===== src/hdl/atdb_pkg.sv =====
// ----------------------------------------------------------------------------
// atdb_pkg
// shared types and codes for the asymmetric timestamp debouncer
// ----------------------------------------------------------------------------
package atdb_pkg;

    // request kinds
    localparam logic REQ_SAMPLE = 1'b0;
    localparam logic REQ_WAKE   = 1'b1;

    // configuration register indexes
    localparam logic CFG_PRESS_HOLD   = 1'b0;
    localparam logic CFG_RELEASE_HOLD = 1'b1;

    localparam int unsigned HOLD_W = 16;
    localparam int unsigned TIME_W = 32;

    localparam logic [HOLD_W-1:0] PRESS_HOLD_RST   = 16'd5;
    localparam logic [HOLD_W-1:0] RELEASE_HOLD_RST = 16'd5;

    typedef struct packed {
        logic              req_type;
        logic              raw_level;
        logic [TIME_W-1:0] time_ms;
    } t_in_word;

    typedef struct packed {
        logic level_changed;
        logic stable_level;
        logic bounce_filtered;
    } t_out_word;

    typedef struct packed {
        logic [HOLD_W-1:0] press_hold_ms;
        logic [HOLD_W-1:0] release_hold_ms;
    } t_hold_cfg;

endpackage


===== src/hdl/atdb_core.sv =====
// ----------------------------------------------------------------------------
// atdb_core
// debounce state and per-word decision logic
// ----------------------------------------------------------------------------
module atdb_core (
    input  logic              i_clk,
    input  logic              i_rst_n,
    input  logic              i_step,
    input  atdb_pkg::t_in_word  i_item,
    input  atdb_pkg::t_hold_cfg i_hold,
    output atdb_pkg::t_out_word o_result
);
    import atdb_pkg::*;

    logic              r_started;
    logic              r_settled;
    logic              r_pending;
    logic [TIME_W-1:0] r_since;

    logic              n_started;
    logic              n_settled;
    logic              n_pending;
    logic [TIME_W-1:0] n_since;

    logic [TIME_W-1:0] elapsed;
    logic [HOLD_W-1:0] hold;
    logic              held;
    logic              changed;
    logic              filtered;

    // wrapping elapsed time against the hold of the pending level
    assign elapsed = i_item.time_ms - r_since;
    assign hold    = r_pending ? i_hold.press_hold_ms : i_hold.release_hold_ms;
    assign held    = elapsed >= {{(TIME_W-HOLD_W){1'b0}}, hold};

    always_comb begin
        n_started = r_started;
        n_settled = r_settled;
        n_pending = r_pending;
        n_since   = r_since;
        changed   = 1'b0;
        filtered  = 1'b0;
        if (!r_started) begin
            n_started = 1'b1;
            n_settled = i_item.raw_level;
            n_pending = i_item.raw_level;
            n_since   = i_item.time_ms;
        end else if (i_item.req_type == REQ_WAKE) begin
            changed   = r_settled != i_item.raw_level;
            n_settled = i_item.raw_level;
            n_pending = i_item.raw_level;
            n_since   = i_item.time_ms;
        end else if (i_item.raw_level != r_pending) begin
            if (r_pending != r_settled) begin
                if (held) begin
                    n_settled = r_pending;
                    changed   = 1'b1;
                end else begin
                    filtered  = 1'b1;
                end
            end
            n_pending = i_item.raw_level;
            n_since   = i_item.time_ms;
        end else if (r_pending != r_settled && held) begin
            n_settled = r_pending;
            changed   = 1'b1;
        end
    end

    assign o_result.level_changed   = changed;
    assign o_result.stable_level    = n_settled;
    assign o_result.bounce_filtered = filtered;

    always_ff @(posedge i_clk) begin
        if (!i_rst_n) begin
            r_started <= 1'b0;
            r_settled <= 1'b0;
            r_pending <= 1'b0;
            r_since   <= '0;
        end else if (i_step) begin
            r_started <= n_started;
            r_settled <= n_settled;
            r_pending <= n_pending;
            r_since   <= n_since;
        end
    end

    a_started_after_step: assert property (@(posedge i_clk) disable iff (!i_rst_n)
        i_step |=> r_started)
        else $error("state not initialized after a word");

    a_first_no_change: assert property (@(posedge i_clk) disable iff (!i_rst_n)
        (i_step && !r_started) |-> (!o_result.level_changed && !o_result.bounce_filtered))
        else $error("first word reported a change or bounce");

    a_change_xor_bounce: assert property (@(posedge i_clk) disable iff (!i_rst_n)
        i_step |-> !(o_result.level_changed && o_result.bounce_filtered))
        else $error("change and bounce on the same word");

    a_settled_tracks: assert property (@(posedge i_clk) disable iff (!i_rst_n)
        (i_step && r_started) |=> (r_settled == $past(r_settled)) == !$past(changed))
        else $error("settled level moved without a change flag");

endmodule


===== src/hdl/asymmetric_timestamp_debouncer_unit.sv =====
// ----------------------------------------------------------------------------
// asymmetric_timestamp_debouncer_unit
// key debouncer with separate press and release hold times on ms timestamps
// ----------------------------------------------------------------------------
// usage
//   input channel: one word per key sample (request kind, raw level, time_ms),
//   taken when i_in_valid is high and o_in_stall is low
//   output channel: one result word per input word (level_changed,
//   stable_level, bounce_filtered), taken when o_out_valid is high and
//   i_out_stall is low; results come out in input order
//   config channel: i_cfg_index 0 writes press_hold_ms, 1 writes
//   release_hold_ms; o_cfg_ready is always high, write only while idle
// timing
//   a word is registered on acceptance, evaluated against the debounce state
//   once the result stage is empty or draining, and its result registered
//   in the result stage; one word per cycle sustained while the receiver
//   does not stall; the state update (one 32-bit subtract and compare) sits
//   in that single stage
// reset and stall
//   synchronous active-low reset empties both stages, clears the debounce
//   state to "not started" and loads both hold times with 5 ms
//   while the receiver stalls with a result waiting, the input stage holds
//   one more word and then stalls the sender; nothing is dropped
// ----------------------------------------------------------------------------
module asymmetric_timestamp_debouncer_unit (
    input  logic                 i_clk,
    input  logic                 i_rst_n,
    // input words
    input  logic                 i_in_valid,
    output logic                 o_in_stall,
    input  atdb_pkg::t_in_word   i_in_data,
    // result words
    output logic                 o_out_valid,
    input  logic                 i_out_stall,
    output atdb_pkg::t_out_word  o_out_data,
    // configuration writes
    input  logic                 i_cfg_valid,
    output logic                 o_cfg_ready,
    input  logic                 i_cfg_index,
    input  logic [15:0]          i_cfg_data
);
    import atdb_pkg::*;

    // hold time registers
    t_hold_cfg r_hold;

    // input stage
    logic      r_in_valid;
    t_in_word  r_in;

    // result stage
    logic      r_out_valid;
    t_out_word r_out;

    logic      step;
    t_out_word n_out;

    // the input stage moves on when the result stage is empty or draining
    assign step        = r_in_valid && (!r_out_valid || !i_out_stall);
    assign o_in_stall  = r_in_valid && !step;
    assign o_cfg_ready = 1'b1;

    always_ff @(posedge i_clk) begin
        if (!i_rst_n) begin
            r_hold.press_hold_ms   <= PRESS_HOLD_RST;
            r_hold.release_hold_ms <= RELEASE_HOLD_RST;
        end else if (i_cfg_valid && o_cfg_ready) begin
            case (i_cfg_index)
                CFG_PRESS_HOLD:   r_hold.press_hold_ms   <= i_cfg_data;
                CFG_RELEASE_HOLD: r_hold.release_hold_ms <= i_cfg_data;
                default: ;
            endcase
        end
    end

    // input register: load whenever it is empty or being emptied
    always_ff @(posedge i_clk) begin
        if (!i_rst_n) begin
            r_in_valid <= 1'b0;
        end else if (!o_in_stall) begin
            r_in_valid <= i_in_valid;
        end
    end

    always_ff @(posedge i_clk) begin
        if (!o_in_stall && i_in_valid) begin
            r_in <= i_in_data;
        end
    end

    // decision logic and debounce state
    atdb_core u_core (
        .i_clk    (i_clk),
        .i_rst_n  (i_rst_n),
        .i_step   (step),
        .i_item   (r_in),
        .i_hold   (r_hold),
        .o_result (n_out)
    );

    // result register
    always_ff @(posedge i_clk) begin
        if (!i_rst_n) begin
            r_out_valid <= 1'b0;
        end else if (step) begin
            r_out_valid <= 1'b1;
        end else if (!i_out_stall) begin
            r_out_valid <= 1'b0;
        end
    end

    always_ff @(posedge i_clk) begin
        if (step) begin
            r_out <= n_out;
        end
    end

    assign o_out_valid = r_out_valid;
    assign o_out_data  = r_out;

    a_stall_needs_word: assert property (@(posedge i_clk) disable iff (!i_rst_n)
        o_in_stall |-> (r_in_valid && r_out_valid && i_out_stall))
        else $error("input stalled without a blocked result");

    a_result_kept: assert property (@(posedge i_clk) disable iff (!i_rst_n)
        (r_out_valid && i_out_stall) |=> (r_out_valid && $stable(r_out)))
        else $error("stalled result lost or changed");

    a_step_fills_out: assert property (@(posedge i_clk) disable iff (!i_rst_n)
        step |=> r_out_valid)
        else $error("evaluated word produced no result");

endmodule


===== config.mk =====
export PLATFORM = sky130hd
export DESIGN_NAME = asymmetric_timestamp_debouncer_unit
export DESIGN_NICKNAME = d
export VERILOG_FILES = /design/src/hdl/atdb_pkg.sv /design/src/hdl/atdb_core.sv /design/src/hdl/asymmetric_timestamp_debouncer_unit.sv
export SDC_FILE = /design/constraint.sdc
export NUM_CORES = 1
export LEC_CHECK = 0
export ABC_AREA = 1
export CAP_MARGIN = 20
export CELL_PAD_IN_SITES_DETAIL_PLACEMENT = 2
export CELL_PAD_IN_SITES_GLOBAL_PLACEMENT = 2
export CORE_ASPECT_RATIO = 0.5
export CORE_MARGIN = 2
export CORE_UTILIZATION = 27
export CTS_CLUSTER_DIAMETER = 80
export CTS_CLUSTER_SIZE = 8
export DETAILED_ROUTE_END_ITERATION = 10
export DONT_BUFFER_PORTS = 1
export PLACE_DENSITY = 0.66
export SLEW_MARGIN = 15
export SYNTH_ARGS = -nofsm -noshare
export SYNTH_HDL_FRONTEND = slang
export SYNTH_SLANG_ARGS = --single-unit

===== constraint.sdc =====
create_clock -name i_clk -period 2.8 [get_ports i_clk]
set_input_delay 0.14 -clock i_clk [delete_from_list [all_inputs] [get_ports i_clk]]
set_output_delay 0.14 -clock i_clk [all_outputs]
set_load 0.05 [all_outputs]

==> summary.md, run 1 <==
| Metric | Value |
|---|---|
| # H-tree levels | 3 |
| Diodes inserted | 0 |
| Initial detailed-routing violation count | 269 |
| Total nets after synthesis | 1093 |
| Via density | 4.60 |
| Hold WC Path Type | input pin to flip-flop |
| Fin crit share | 1.23 |
| Peak supply drop | 0.227 mV |
| Max-cap viol count | 0 |
| Worst skew pair latency | 0.39 ns |
| Final hold viol count | 0 |
| Crit path arrival time | between 3 and 4 ns |
| Post-synthesis register bit count | 106 |
| Die width | ~230 µm |
| First-pass DRT Iterations | 4 |
| RSZ-0062 raised after global routing | true |
| Cell Rows | 40 |
| Clock Pin Slew Worst Setup and Hold Paths | 0.08 ns |
| Most common cell after layout, fill and taps aside | nand2_1 |
| Max-slew headroom | 0.610 |
| Residual DRC | 0 |
| Max frequency | 290 MHz |
| Total leakage power | between 0.004 and 0.005 µW |
| Crit path time final | 3.45 ns |
| Total die area | 26300 µm² |
| Core area | 24200 µm² |
| Vias in the first global route | 7934 |
| Clock sinks | 106 |
| WL final | 27100 µm |
| Met3 WL post-DR | 721 µm |
| Sequential fraction of the synthesis area | 0.371 |
| Endpoints failing setup | 4 |
| CP endpoint kind | flip-flop |
| Cts bufs inserted | 9 |
| Post-Syn Area | 6720 µm² |
| Status | finished with violations |
| CP startpoint kind | flip-flop |
| Top Ports | 62 |
| Clock Skew | approximately 0.011 ns |
| Number of distinct library cells after synthesis | 31 |
| Root buffer cell | clkbuf_16 |
| ANT nets after route | 0 |
| WS Path Type | flip-flop to flip-flop |
| Critical path data required time | 3.13 ns |
| Hold slack | around 0.098 ns |
| Final-report max-slew violation count | 0 |
| Layout cells sized above 1 | 0.198 |
| Global Route Usage Sum | 0.210 |
| CP max FO | 4 |
| Effective utilization at floorplan | 0.278 |
| First-pass GRT wire length | 42100 µm |
| Post-synthesis cell count | 989 |
| P per Cell Area | approximately 520 nW/µm² |
| Failing checks | negative setup slack |
| RePlAce Congestion | a little over 0.8 |
| IO Port Bufs | 0 |
| Antenna violations before repair | 0 |
| Syn avg cell area | 6.80 µm² |
| Most frequent cells in the layout | nand2_1, inv_1, buf_4 |
| GRT Residual Overflow | 0 |
| HPWL after DPL | 18600 µm |
| Clk buf depth | 2 |
| DIE HEIGHT | 116 µm |
| Final WS setup | -0.646 ns |
| WL/cell | 17.6 µm |
| M1 wire length | 12300 µm |
| Top sig layer | met4 |
| CTS tree | built |
| DP Worst Slack | -0.753 ns |
| Fin nets | between 1000 and 1500 |
| Routed vias | 7103 |
| Non-Filler Instances | 1544 |
| Number of fill cells | approximately 2900 |
| Tightest Pin Transition | 0.585 ns |
| Yosys warns | 0 |
| Synth-to-layout area growth | 45.0% |
| Met2 routed wirelength | 13600 µm |
| Inst Count DP | roughly 1400 |
| Largest net degree at the start of global routing | 44 |
[worst max-delay path, stage by stage (launching register included)]
cell and delay, ns:
edfxtp_1 0.45, ha_4 0.29, nand2_2 0.11, inv_1 0.08, nand2_1 0.09, nand2_1 0.09, nand2_1 0.10, nand2_1 0.11
inv_2 0.09, nand2_2 0.08, xor2_2 0.15, ha_1 0.32, nand2_2 0.10, nor2_2 0.04, a211oi_2 0.14, nand2_1 0.08
nor2_1 0.13, nand2_1 0.07, nor2_1 0.09, nand2_1 0.09, nor2_4 0.20, nand2_2 0.11, nand2_2 0.07, nand3_2 0.08
nand3_2 0.09, nand2_2 0.06, inv_2 0.05
[path summary, 6_finish.rpt]
check | from | to | slack [ns] | depth (start not counted)
max | r_in[8] | u_core.r_settled | -0.65 | 26
min | i_rst_n | u_core.r_settled | 0.1 | 4
max reg2reg | r_in[8] | u_core.r_settled | -0.65 | 26
min reg2reg | u_core.r_since[23] | u_core.r_since[23] | 0.46 | 2
[routing by layer]
| layer | global-route usage | vias up |
|---|---|---|
| met3 | 0.0406 | 31 |
| met2 | 0.380 | 58 |
| met4 | 0.0566 | 0 |
| met1 | 0.258 | 3525 |
| li1 | - | 3489 |
| met5 | 0 | - |
[synthesized netlist by cell type]
| master | instances | share of area |
|---|---|---|
| xor2_1 | 14 | 0.018 |
| fa_1 | 1 | 0.0030 |
| nor4_1 | 1 | 0.00093 |
| a21oi_2 | 2 | 0.0026 |
| nor2_1 | 115 | 0.064 |
| ha_1 | 47 | 0.087 |
| xnor2_1 | 3 | 0.0039 |
| nand4_1 | 8 | 0.0074 |
| nor2_2 | 5 | 0.0047 |
| o21ai_0 | 63 | 0.047 |
| nand3_1 | 30 | 0.022 |
| nand3b_1 | 2 | 0.0022 |
| nor3_1 | 2 | 0.0015 |
| inv_1 | 186 | 0.10 |
| edfxtp_1 | 37 | 0.17 |
| clkbuf_1 | 17 | 0.0095 |
| a21o_1 | 1 | 0.0011 |
| buf_4 | 2 | 0.0022 |
| nand3_2 | 3 | 0.0045 |
| conb_1 | 1 | 0.00056 |
| dfxtp_1 | 69 | 0.21 |
| buf_1 | 1 | 0.00056 |
| nand2_2 | 4 | 0.0037 |
| a21oi_1 | 60 | 0.045 |
| or2_1 | 1 | 0.00093 |
| a211oi_1 | 3 | 0.0033 |
| mux2i_1 | 15 | 0.022 |
| o21bai_1 | 1 | 0.0011 |
| buf_2 | 1 | 0.00074 |
| and2_1 | 2 | 0.0019 |
| nand2_1 | 292 | 0.16 |
[per-stage QoR]
| step | TNS [ns] | util | power (µW) | instance area [µm²] |
|---|---|---|---|---|
| after detailed placement | -2.87 | 0.329 | 3330 | 7960 |
| after CTS | -1.56 | 0.396 | 5020 | 9580 |
| after floorplan | -0.320 | - | 2680 | 6810 |
| after global placement | -2.45 | 0.329 | 3250 | 7960 |
| after global routing | -3.24 | 0.402 | 5420 | 9750 |
| final | -2.51 | 0.402 | 5100 | 9750 |
[cell families (layout without fill, tap and decap cells)]
kind of cell               after synthesis  after routing  synth area share
and+or+nand+nor                        465            465             0.277
DFF                                    106            106             0.371
muxes                                   15             15            0.0223
other                                    1              1          0.000558
AOI/OAI and AO/OA                      130            130            0.0997
buffers and inverters                  207            426             0.117
xor gates and xnor gates                17             17            0.0221
adders and majority gates               48             48            0.0904
[cell type report]
class	instances	area (µm²)	share of cell area
multi-input combinational	676	3870	0.397
sequential	106	2490	0.256
timing repair buffer	224	1940	0.199
inverter	186	698	0.0716
tap	336	420	0.0431
clock buffer	11	275	0.0282
clock inverter	5	46.3	0.00475
[power by group]
| part | total, µW | leakage, µW | internal (µW) | switching (µW) |
|---|---|---|---|---|
| sequential | 1770 | 0.000930 | 1700 | 66.4 |
| clock | 1410 | 0.000161 | 732 | 677 |
| combinational | 1920 | 0.00362 | 852 | 1070 |
| total | 5100 | 0.00471 | 3280 | 1810 |
[timing repair]
| item | in CTS | in global routing |
|---|---|---|
| hold buffers | 95 | 0 |
| endpoints found under the hold margin | 102 | 0 |
| gates resized for setup | 60 | 26 |
| setup endpoints to repair | 4 | 7 |
| setup buffers | 13 | 8 |
| pin swaps | 37 | 23 |
[flip-flops by register name, indices dropped and copies added, names as in the netlist]
register / count
o_out_data: 3
o_out_valid: 1
r_hold: 32
r_in: 34
r_in_valid: 1
u_core.r_pending: 1
u_core.r_settled: 1
u_core.r_since: 32
u_core.r_started: 1
(Power assumes the default switching activity.)
==> run 2, diff against run 1 <==
--- a/config.mk
+++ b/config.mk
@@ -20,4 +20,5 @@
 export SLEW_MARGIN = 15
 export SYNTH_ARGS = -nofsm -noshare
 export SYNTH_HDL_FRONTEND = slang
+export SYNTH_HIERARCHICAL = 1
 export SYNTH_SLANG_ARGS = --single-unit
==> run 2 against run 1 <==
The run still ends with negative setup slack left. Synthesized cell count shrank 0.40%. Register-to-register slack gained 0.03 ns. Highest routed layer unchanged. Largest cell class unchanged. Critical path depth shrank 7. Global-route usage shrank 2.4 points. Sequential power is essentially flat.
==> summary.md, run 2 <==
| Metric | Value |
|---|---|
| Number of fill cells | 2977 |
| Total die area | 26900 µm² |
| Biggest register | r_in |
| Fin nets | 1224 |
| Top Ports | 62 |
| Status | finished with violations |
| Routed vias | roughly 6600 |
| First-pass GRT wire length | 38600 µm |
| Crit path arrival time | 3.61 ns |
| # H-tree levels | 3 |
| Post-synthesis register bit count | about 110 |
| Clk buf depth | 2 |
| Layout cells sized above 1 | 0.172 |
| Cell Rows | 41 |
| First-pass DRT Iterations | 4 |
| Max frequency | ~300 MHz |
| Inst Count DP | 1381 |
| Max reg flops | 34 |
| Number of distinct library cells after synthesis | 42 |
| Max-slew headroom | 0.539 |
| Setup TNS | -2.31 ns |
| Core area | 25100 µm² |
| Via density | 4.50 |
| Synth-to-layout area growth | 31.5% |
| Total nets after synthesis | between 1000 and 1500 |
| Global Route Usage Sum | 0.186 |
| Most frequent cells in the layout | nand2_1, inv_1, nor2_1 |
| Synth top area share | 0.200 |
| Non-Filler Instances | around 1500 |
| Most frequent cell after synthesis | nand2_1 |
| Top cell type by total area after synthesis | dfxtp_1 |
| Hold slack | 0.00622 ns |
| Final hold viol count | 0 |
| Endpoints failing setup | 4 |
| Peak supply drop | 0.251 mV |
| P per Cell Area | around 520 nW/µm² |
| CP endpoint kind | flip-flop |
| Post-synth EDFFs | 37 |
| Synth async-reset ratio | 0 |
| Die width | 230 µm |
| Fin crit share | 1.22 |
| Worst skew pair latency | 0.38 ns |
| Hold WC Path Type | input pin to flip-flop |
| WS Path Type | flip-flop to flip-flop |
| Final WS setup | -0.611 ns |
| GRT Residual Overflow | 0 |
| Vias in the first global route | 7264 |
| Initial detailed-routing violation count | roughly 250 |
| Main synth FF type | dfxtp_1 |
| CP max FO | 4 |
| Cell area after layout | 9070 µm² |
| Clock sinks | 106 |
| RSZ-0062 raised after global routing | true |
| Biggest regs | r_in: 34 flops, r_hold: 32 flops, u_core/r_since: 32 flops |
| Max-cap viol count | 0 |
| Cts bufs inserted | 9 |
| Clock Pin Slew Worst Setup and Hold Paths | ~0.08 ns |
| Top post-synthesis cells by area | dfxtp_1, edfxtp_1, nand2_1 |
| Most common cell after layout, fill and taps aside | nand2_1 |
| RePlAce Congestion | approximately 0.8 |
| Critical path data required time | about 3.0 ns |
| Post-synthesis cell count | 985 |
| CP startpoint kind | flip-flop |
| Antenna violations before repair | 1 |
| Root buffer cell | clkbuf_16 |
| DIE HEIGHT | 117 µm |
| Tightest Pin Transition | 0.690 ns |
| Yosys warns | 6 |
| Sequential fraction of the synthesis area | 0.361 |
| WL final | 23800 µm |
| Syn avg cell area | 7.00 µm² |
| HPWL after DPL | 18200 µm |
| Crit path time final | 3.41 ns |
| Clock Skew | roughly 0.01 ns |
| Placed cell areas | 7980 µm² |
| Post-Syn Area | 6900 µm² |
| CTS tree | built |
| ANT nets after route | 0 |
| Failing checks | negative setup slack |
| Final-report max-slew violation count | 0 |
| Total leakage power | 0.00428 µW |
| Effective utilization at floorplan | 0.274 |
| IO Port Bufs | 0 |
| WL/cell | 16.2 µm |
| List of most frequent post-synthesis cells | nand2_1, inv_1, nor2_1 |
| Residual DRC | 0 |
| Largest net degree at the start of global routing | 68 |
run 2: what timing repair did:
action / in CTS / in global routing
gates resized for setup: 12 / 14
hold endpoints to repair: 102 / 0
endpoints found under the setup margin: 4 / 4
buffers inserted: 4 / 6
hold buffers: 62 / 0
pin swaps: 14 / 6
run 2: power breakdown:
part,leakage (µW),internal [µW],switching (µW)
sequential,0.000930,1700,58.9
combinational,0.00320,706,974
clock,0.000144,659,635
total,0.00428,3060,1670
run 2: worst paths after layout:
| path | depth (start not counted) | slack [ns] | end | start |
|---|---|---|---|---|
| worst min-delay path | 3 | 0.006 | r_hold[17] | i_cfg_index |
| worst max register to register | 19 | -0.61 | o_out_data[0] | r_in[7] |
| worst min register to register | 2 | 0.46 | u_core/r_since[26] | u_core/r_since[26] |
| worst max-delay path | 19 | -0.61 | o_out_data[0] | r_in[7] |
run 2: logic make-up (layout without fill, tap and decap cells):
kind of cell,Yosys count,in the layout,synth area share
XOR/XNOR,17,17,0.0216
AND/OR/NAND/NOR,472,472,0.295
multiplexers,15,15,0.0218
flip-flops,106,106,0.361
adder cells (fa/ha/maj),48,48,0.0881
other,1,2,0.000544
AO/OA/AOI/OAI,118,118,0.0878
buffers and inverters,208,348,0.124
run 2: routing by layer:
metal / track usage / share of wire / vias to the layer above
met1: 0.242 / 0.50 / 3211
met3: 0.0436 / 0.028 / 12
met2: 0.320 / 0.47 / 47
met4: 0.0400 / 0.0082 / 0
met5: 0 / 0 / -
li1: - / - / 3347
run 2: area by class of cell:
| type | count | area (µm²) | share of cell area |
|---|---|---|---|
| multi-input cells | 671 | 3850 | 0.425 |
| flip-flops and latches | 106 | 2490 | 0.275 |
| repair buffers | 148 | 1310 | 0.144 |
| inverters | 184 | 693 | 0.0764 |
| well taps | 344 | 430 | 0.0474 |
| clock buffers | 12 | 256 | 0.0283 |
| clock inverters | 4 | 32.5 | 0.00359 |
| diodes | 1 | 2.50 | 0.000276 |
run 2: worst max-delay path, stage by stage (launching register included):
cell,delay (ns)
edfxtp_1,0.44
ha_4,0.32
nand2_4,0.07
buf_4,0.14
nor3_2,0.25
nand2_2,0.09
nand2_2,0.08
xor2_1,0.16
ha_1,0.28
nand2_1,0.09
nor2_1,0.05
a211oi_1,0.20
nand2_1,0.11
nor2_2,0.11
nand2_1,0.06
nor2_1,0.09
nand3_1,0.10
nor2_2,0.16
nand2_2,0.11
nor4b_2,0.31
run 2: per-stage QoR:
| stage | utilization | worst slack (ns) | total power (µW) |
|---|---|---|---|
| floorplan | - | -0.148 | 2750 |
| global placement | 0.318 | -0.474 | 3240 |
| detailed placement | 0.318 | -0.606 | 3320 |
| CTS | 0.357 | -0.550 | 4760 |
| global route | 0.361 | -0.821 | 5080 |
| finish | 0.361 | -0.611 | 4730 |
